--- src/design/kpnb_pkg.sv ---
// Shared types and constants for the keyframe pose nlerp blend unit.
// Used by every module of the block but kpnb_ram; depends on nothing else.
package kpnb_pkg;

  // Default keyframe table depth.
  localparam int SAMPLES_DEF = 256;

  // Depth of the command queue between the front and back ends.
  localparam int QDEPTH = 4;

  // Progress value that stands for 1.0 in Q0.16.
  localparam logic [16:0] P_ONE = 17'd65536;

  // Widths in the quaternion normalizer.
  localparam int RR_W        = 26;  // blended component at scale 2^24
  localparam int SQ_W        = 52;  // squared length, padded to an even width
  localparam int SQRT_STAGES = SQ_W / 2;
  localparam int N_W         = 26;  // floor square root of the squared length
  localparam int NUM_W       = 40;  // rounded division numerator
  localparam int DIV_STAGES  = 16;  // quotient bits

  // Largest positive Q1.15 value, also w of the identity quaternion.
  localparam logic signed [15:0] Q_ONE = 16'sd32767;

  typedef enum logic {
    KIND_LOAD = 1'b0,
    KIND_EVAL = 1'b1
  } kind_t;

  // Which result an evaluate command produces.
  typedef enum logic [1:0] {
    SEL_A,
    SEL_B,
    SEL_MIX
  } sel_t;

  typedef struct packed {
    kind_t              kind;
    logic [7:0]         sample_index;
    logic [16:0]        progress;
    logic signed [31:0] in_tx;
    logic signed [31:0] in_ty;
    logic signed [31:0] in_tz;
    logic signed [15:0] in_qw;
    logic signed [15:0] in_qx;
    logic signed [15:0] in_qy;
    logic signed [15:0] in_qz;
  } in_item_t;

  typedef struct packed {
    logic signed [31:0] out_tx;
    logic signed [31:0] out_ty;
    logic signed [31:0] out_tz;
    logic signed [15:0] out_qw;
    logic signed [15:0] out_qx;
    logic signed [15:0] out_qy;
    logic signed [15:0] out_qz;
  } out_item_t;

  // One keyframe as stored in the table.
  typedef struct packed {
    logic signed [31:0] tx;
    logic signed [31:0] ty;
    logic signed [31:0] tz;
    logic signed [15:0] qw;
    logic signed [15:0] qx;
    logic signed [15:0] qy;
    logic signed [15:0] qz;
  } key_t;

  // Classified command held in the queue.
  typedef struct packed {
    logic        is_load;
    sel_t        sel;
    logic [7:0]  idx;
    logic [16:0] p;
    key_t        key;
  } cmd_t;

  // Data that travels with an evaluation through the normalizer.
  typedef struct packed {
    logic                      mix;
    logic signed [31:0]        tx;
    logic signed [31:0]        ty;
    logic signed [31:0]        tz;
    logic signed [15:0]        qw;
    logic signed [15:0]        qx;
    logic signed [15:0]        qy;
    logic signed [15:0]        qz;
    logic [3:0][RR_W-1:0]      rr;
  } side_t;

endpackage

--- src/design/kpnb_front.sv ---
// Front end: accepts input transfers, classifies them and queues commands.
// Depends on kpnb_pkg.
module kpnb_front
  import kpnb_pkg::*;
#(
  parameter int SAMPLES = SAMPLES_DEF
) (
  input  logic     clk,
  input  logic     rst_n,
  input  logic     in_valid,
  output logic     in_ready,
  input  in_item_t in_data,
  input  logic     pop,
  output logic     head_valid,
  output cmd_t     head
);

  localparam int QA_W = $clog2(QDEPTH);
  localparam int QC_W = $clog2(QDEPTH + 1);

  cmd_t            cmd;
  logic            load_drop;
  logic            idx_hi;
  logic [16:0]     p_sat;
  logic            push;
  cmd_t            q_mem_r [QDEPTH];
  logic [QA_W-1:0] wr_ptr_r, wr_ptr_nxt;
  logic [QA_W-1:0] rd_ptr_r, rd_ptr_nxt;
  logic [QC_W-1:0] count_r, count_nxt;

  // Classify the item: clamp the index, saturate progress, pick the result kind.
  always_comb begin
    load_drop   = int'(in_data.sample_index) >= SAMPLES;
    idx_hi      = int'(in_data.sample_index) > SAMPLES - 2;
    p_sat       = (in_data.progress > P_ONE) ? P_ONE : in_data.progress;
    cmd.is_load = (in_data.kind == KIND_LOAD);
    cmd.idx     = (!cmd.is_load && idx_hi) ? 8'(SAMPLES - 2) : in_data.sample_index;
    cmd.p       = p_sat;
    priority if (p_sat == '0) begin
      cmd.sel = SEL_A;
    end else if (p_sat == P_ONE) begin
      cmd.sel = SEL_B;
    end else begin
      cmd.sel = SEL_MIX;
    end
    cmd.key.tx = in_data.in_tx;
    cmd.key.ty = in_data.in_ty;
    cmd.key.tz = in_data.in_tz;
    cmd.key.qw = in_data.in_qw;
    cmd.key.qx = in_data.in_qx;
    cmd.key.qy = in_data.in_qy;
    cmd.key.qz = in_data.in_qz;
  end

  // A load beyond the table is accepted and dropped.
  assign in_ready   = (count_r != QC_W'(QDEPTH));
  assign push       = in_valid && in_ready && !(cmd.is_load && load_drop);
  assign head_valid = (count_r != '0);
  assign head       = q_mem_r[rd_ptr_r];

  // Queue pointer and occupancy update.
  always_comb begin
    wr_ptr_nxt = push ? QA_W'(wr_ptr_r + 1'b1) : wr_ptr_r;
    rd_ptr_nxt = pop ? QA_W'(rd_ptr_r + 1'b1) : rd_ptr_r;
    count_nxt  = QC_W'(count_r + QC_W'(push) - QC_W'(pop));
  end

  always_ff @(posedge clk) begin
    if (!rst_n) begin
      wr_ptr_r <= '0;
      rd_ptr_r <= '0;
      count_r  <= '0;
    end else begin
      wr_ptr_r <= wr_ptr_nxt;
      rd_ptr_r <= rd_ptr_nxt;
      count_r  <= count_nxt;
    end
  end

  // Queue storage.
  always_ff @(posedge clk) begin
    if (push) begin
      q_mem_r[wr_ptr_r] <= cmd;
    end
  end

`ifndef SYNTHESIS
  // The back end never takes a command from an empty queue.
  a_no_underflow: assert property (@(posedge clk) disable iff (!rst_n)
    pop |-> count_r != '0)
    else $error("command queue underflow");
`endif

endmodule

--- config.mk ---
export PLATFORM = sky130hd
export DESIGN_NAME = kpnb_front
export DESIGN_NICKNAME = d
export VERILOG_FILES = /design/src/design/kpnb_pkg.sv /design/src/design/kpnb_front.sv
export SDC_FILE = /design/constraint.sdc
export NUM_CORES = 1
export LEC_CHECK = 0
export BUFFER_PORTS_ARGS = -buffer_cell sky130_fd_sc_hd__buf_4
export CORE_MARGIN = 8
export CORE_UTILIZATION = 45
export DETAILED_ROUTE_END_ITERATION = 8
export GPL_TIMING_DRIVEN = 0
export SYNTH_ARGS = -nofsm -noshare
export SYNTH_HDL_FRONTEND = slang
export SYNTH_SLANG_ARGS = --single-unit
export TNS_END_PERCENT = 20
--- constraint.sdc ---
create_clock -name clk -period 7.66 [get_ports clk]
set_input_delay 0.766 -clock clk [delete_from_list [all_inputs] [get_ports clk]]
set_output_delay 0.766 -clock clk [all_outputs]
set_load 0.01 [all_outputs]
Yosys cells after proc, flatten, opt, wreduce, memory -nomap -nowiden
Memory sizes are Yosys's and may differ from the RTL's. A register that Yosys moved wholly into a read port is not among the register bits. Index checks and enable logic that the tools add are counted.

Bits in registers: 7. Memory bits (writable): 752. Input port bits: 190. Output and inout bits: 190. Logic and storage cells: 25. Memories kept: 1.

Memories: q_mem_r (depth 4, width 188, rd ports 1, clocked after memory_dff 1, wr ports 1, RTL line kpnb_front.sv:26) `cmd_t q_mem_r [QDEPTH];`.

Add/subtract/negate cells: 4. $lt $le $gt $ge: 2. Equality and inequality tests: 2. Mux-type cells: 8. Bitwise logic cells: 1. Reduce and logical (&&, ||, !) cells: 4.

Operators by type and width (number): $eq 17x17->1 const B (1); $gt 17x17->1 const B (1); $logic_not 17->1 (1); $mux 17 (1); $gt 8x8->1 const B (1); $mux 2 (4); $mux 8 (1); $add 2x1->2 const B (2); $add 3x1->3 (1); $ne 3x3->1 const B (1); $reduce_bool 3->1 (1); $sub 3x1->3 (1); $logic_and 1x1->1 (2); $mux 1 (2); $not 1->1 (1).

Longest topological paths before layout
Depth after elaboration: 5. Depth in mapped cells: 8. Gate-level depth less buffers: 8.

Worst setup path before layout
Ideal clock, no wire load.

Path kind: in2reg. From: input port in_valid. To: memory q_mem_r[0][0] (netlist bit) (enable). Library setup time: 573 ps. Data arrival time: 5094 ps. Data required time: 7087 ps. Path slack: 1993 ps. Cell stages on the path: 1. Buffers on the path: 0. Path through: and3_1.

Cells in the longest elaborated chain, start to end: 3.

Ends and longest elaborated chain: from (decl) (RTL line kpnb_front.sv:10) `input logic in_valid,`; $logic_and 1x1->1 (RTL line kpnb_front.sv:57) `assign push = in_valid && in_ready && !(cmd.is_load && load_drop);`; $mux 1 (RTL line kpnb_front.sv:82) `if (push) begin`; $mux 1 (not written as such) (RTL line kpnb_front.sv:83) `q_mem_r[wr_ptr_r] <= cmd;`; to (decl) (RTL line kpnb_front.sv:26).

Every way passes these cells.

==> results.cfg <==
[status]
status = finished, final reports clean

[critical_path]
critPathMaxFanout = 10
worstPathArrival_ns = 2.93
worstPathRequired_ns = 6.89
crit_type = reg -> out
r2r_slack_ns = 5.13
critPathCapture = head[39]
worstSetupEndpointType = output pin
regToRegEndpoint = q_mem_r[3][112]$_DFFE_PP_
critical_path.startpoint_type = flip-flop
regToRegStartpoint = count_r[2]$_SDFF_PN0_
reg2regPathDepth = 5

[clocking]
cts_tree = yes
cts_sinks = 761
htree_num_levels = 3
clockRootBuffer = clkbuf_16
clk_latency_ns = 0.61
cts_resized = 0
path_clk_slew_ns = 0.06
clk_path_buf_depth = 3
numCtsBuffers = 81
postCtsSetupBuffers = 0
holdBufCountCts = 0

[placed_design]
post-place-cells = 2252
port_buffers = 379
place_area_um2 = 32000
routabilityCongestion = 0.697
dpl.hpwl_mm = 38.9

[min_path]
hp-class = in -> reg

[sta]
rsz0062_at_grt = no
worst_pin_slew_ns = 1.04
hold_violations = 0
fin_crit_sh_pct = 48.2
fin_crit_ns = 3.69
relSlewSlack_pct = 30.4
finalHoldWorstSlack_ns = 0.358
timing.fmax_ghz = 0.271
final.setup_skew_ns = 0.0109
drv_slew = 0
setup_viol = 0

[synthesis]
postSynthAreaPerCell_um2 = 26.0
syn_nets = 1265
yosysWarnings = 0
synth.distinct_cells = 25
ys_ff_latch = 761
syn_area_um2 = 27800
syn_inst = 1068
ys_seq_area_share_pct = 82.0

[floorplan]
start_util_pct = 45.2
die_w_um = 264
core_area_um2 = 61400
die_y_um = 264
die-area_um2 = 69900
io_pins = 380
rows = 91

[grt]
grt_overflow = 0
antenna_found_initial = 4
grt_pass1_wl_mm = 88.2
grt_pass1_vias = 13800
grt_max_degree = 56
grt_util_all_layers_pct = 16.9

[job]
drv_cap = 0

[power_and_ir_drop]
p_leak_nw = 11.6
swShare_pct = 23.3
power.total_mw = 10.2
ir_drop_uv = 210
power_frac_clock_pct = 35.3
p_per_area_nw_per_um2 = 296
pwr-share-comb_pct = 14.9
p_int_mw = 7.82
switchingPower_mw = 2.37
seq_power_share_pct = 49.8

[layout]
final_util_pct = 56.1
finalNonFillerCells = 2393
nFillCells = 4589
final_cell_mix = 752 x edfxtp_1, 379 x buf_4, 188 x mux4_2
drive_gt1_share_pct = 45.5
nets = 1742
layout.area.seq_um2 = 22800
fin_area_um2 = 34500
syn_to_final_growth_pct = 24.1
multi_input_area_um2 = 4650
final_common_cell = edfxtp_1

[route]
routedWlPerCell_um = 25.1
vias = 12700
initialDrtViolationCount = 919
drt_pass1_iterations = 4
drc = 0
routed_wl_mm = 60.0
antenna_left = 0
via_per_inst = 5.30
## registers in the layout (all words and copies together), names as in the netlist, named ones only
signal / count
count_r: 3
q_mem_r: 752
rd_ptr_r: 2
wr_ptr_r: 2
## metrics by stage
stage,TNS (ns),setup WS [ns]
floorplan,0,1.99
global route,0,3.70
global placement,-1543.67,-2.12
finish,0,3.97
CTS,0,3.72
detailed placement,0,4.40
## final cells by class
type / count / area share (%)
clock inverter: 42 / 0.915
antenna: 1 / 0.00726
tap: 790 / 2.87
buffer: 52 / 0.966
clock buffer: 98 / 6.13
multi-input combinational: 244 / 13.5
sequential: 761 / 66.1
timing repair buffer: 394 / 9.41
inverter: 11 / 0.120
## power by group through the flow
stage,sequential [mW],clock [mW],combinational (mW)
after floorplan,5.21,0,0.756
after global placement,5.30,0,1.49
after detailed placement,5.16,0,1.57
after CTS,5.07,3.71,1.57
after global routing,5.10,3.85,1.64
final,5.07,3.60,1.52
## synthesized netlist by cell type
library cell | n | area [um^2]
a21oi_1 | 2 | 10.0
a41oi_1 | 2 | 17.5
and2_1 | 3 | 18.8
and3_1 | 4 | 25.0
buf_2 | 20 | 100
buf_6 | 15 | 169
clkbuf_1 | 17 | 63.8
dfxtp_1 | 9 | 180
edfxtp_1 | 752 | 22600
fa_1 | 1 | 20.0
ha_1 | 6 | 75.1
inv_1 | 11 | 41.3
mux4_2 | 188 | 4230
nand2_1 | 1 | 3.75
nand3_1 | 2 | 10.0
nand4_1 | 2 | 12.5
nor2_1 | 4 | 15.0
nor2b_1 | 16 | 100
nor3b_1 | 1 | 7.51
nor4_1 | 4 | 25.0
o21a_1 | 1 | 7.51
o21ai_0 | 2 | 10.0
or3_1 | 1 | 6.26
xnor2_1 | 3 | 26.3
xor2_1 | 1 | 8.76
## routing by layer
layer / global-route usage [%] / up-vias / part of all wire [%]
li1: - / 5555 / -
met1: 21.0 / 6661 / 39
met2: 28.2 / 375 / 51
met3: 5.58 / 78 / 8.0
met4: 4.76 / 6 / 1.9
met5: 0 / - / 0.057
## critical path, stage by stage (launching register included)
cell and delay (ns):
dfxtp_1 0.30, buf_2 0.22, clkbuf_1 0.80, buf_2 0.44, mux4_2 0.36, buf_4 0.18
## logic make-up after synthesis
| group | synth area share, % |
|---|---|
| muxes | 15.2 |
| DFF | 82.0 |
| AOI/OAI and AO/OA | 0.162 |
| and+or+nand+nor | 0.807 |
| xor gates and xnor gates | 0.126 |
| buffers and inverters | 1.35 |
| adders and majority gates | 0.342 |
## how the worst min path moves through the flow
| stage | start | end | slack [ns] | cells past startpoint |
|---|---|---|---|---|
| floorplan | wr_ptr_r[0]$_SDFFE_PN0P_ | wr_ptr_r[0]$_SDFFE_PN0P_ | 0.48 | 2 |
| global placement | rd_ptr_r[1]$_SDFFE_PN0P_ | flip-flop | 0.51 | 2 |
| global route | in_data[107] | q_mem_r[3][107]$_DFFE_PP_ | 0.32 | 1 |
| CTS | in_data[47] | q_mem_r[0][47]$_DFFE_PP_ | 0.31 | 1 |
| detailed placement | rd_ptr_r[1]$_SDFFE_PN0P_ | flip-flop | 0.51 | 2 |
| finish | in_data[99] | q_mem_r[0][99]$_DFFE_PP_ | 0.36 | 1 |
Note: power is estimated with default switching activity, not from simulation.
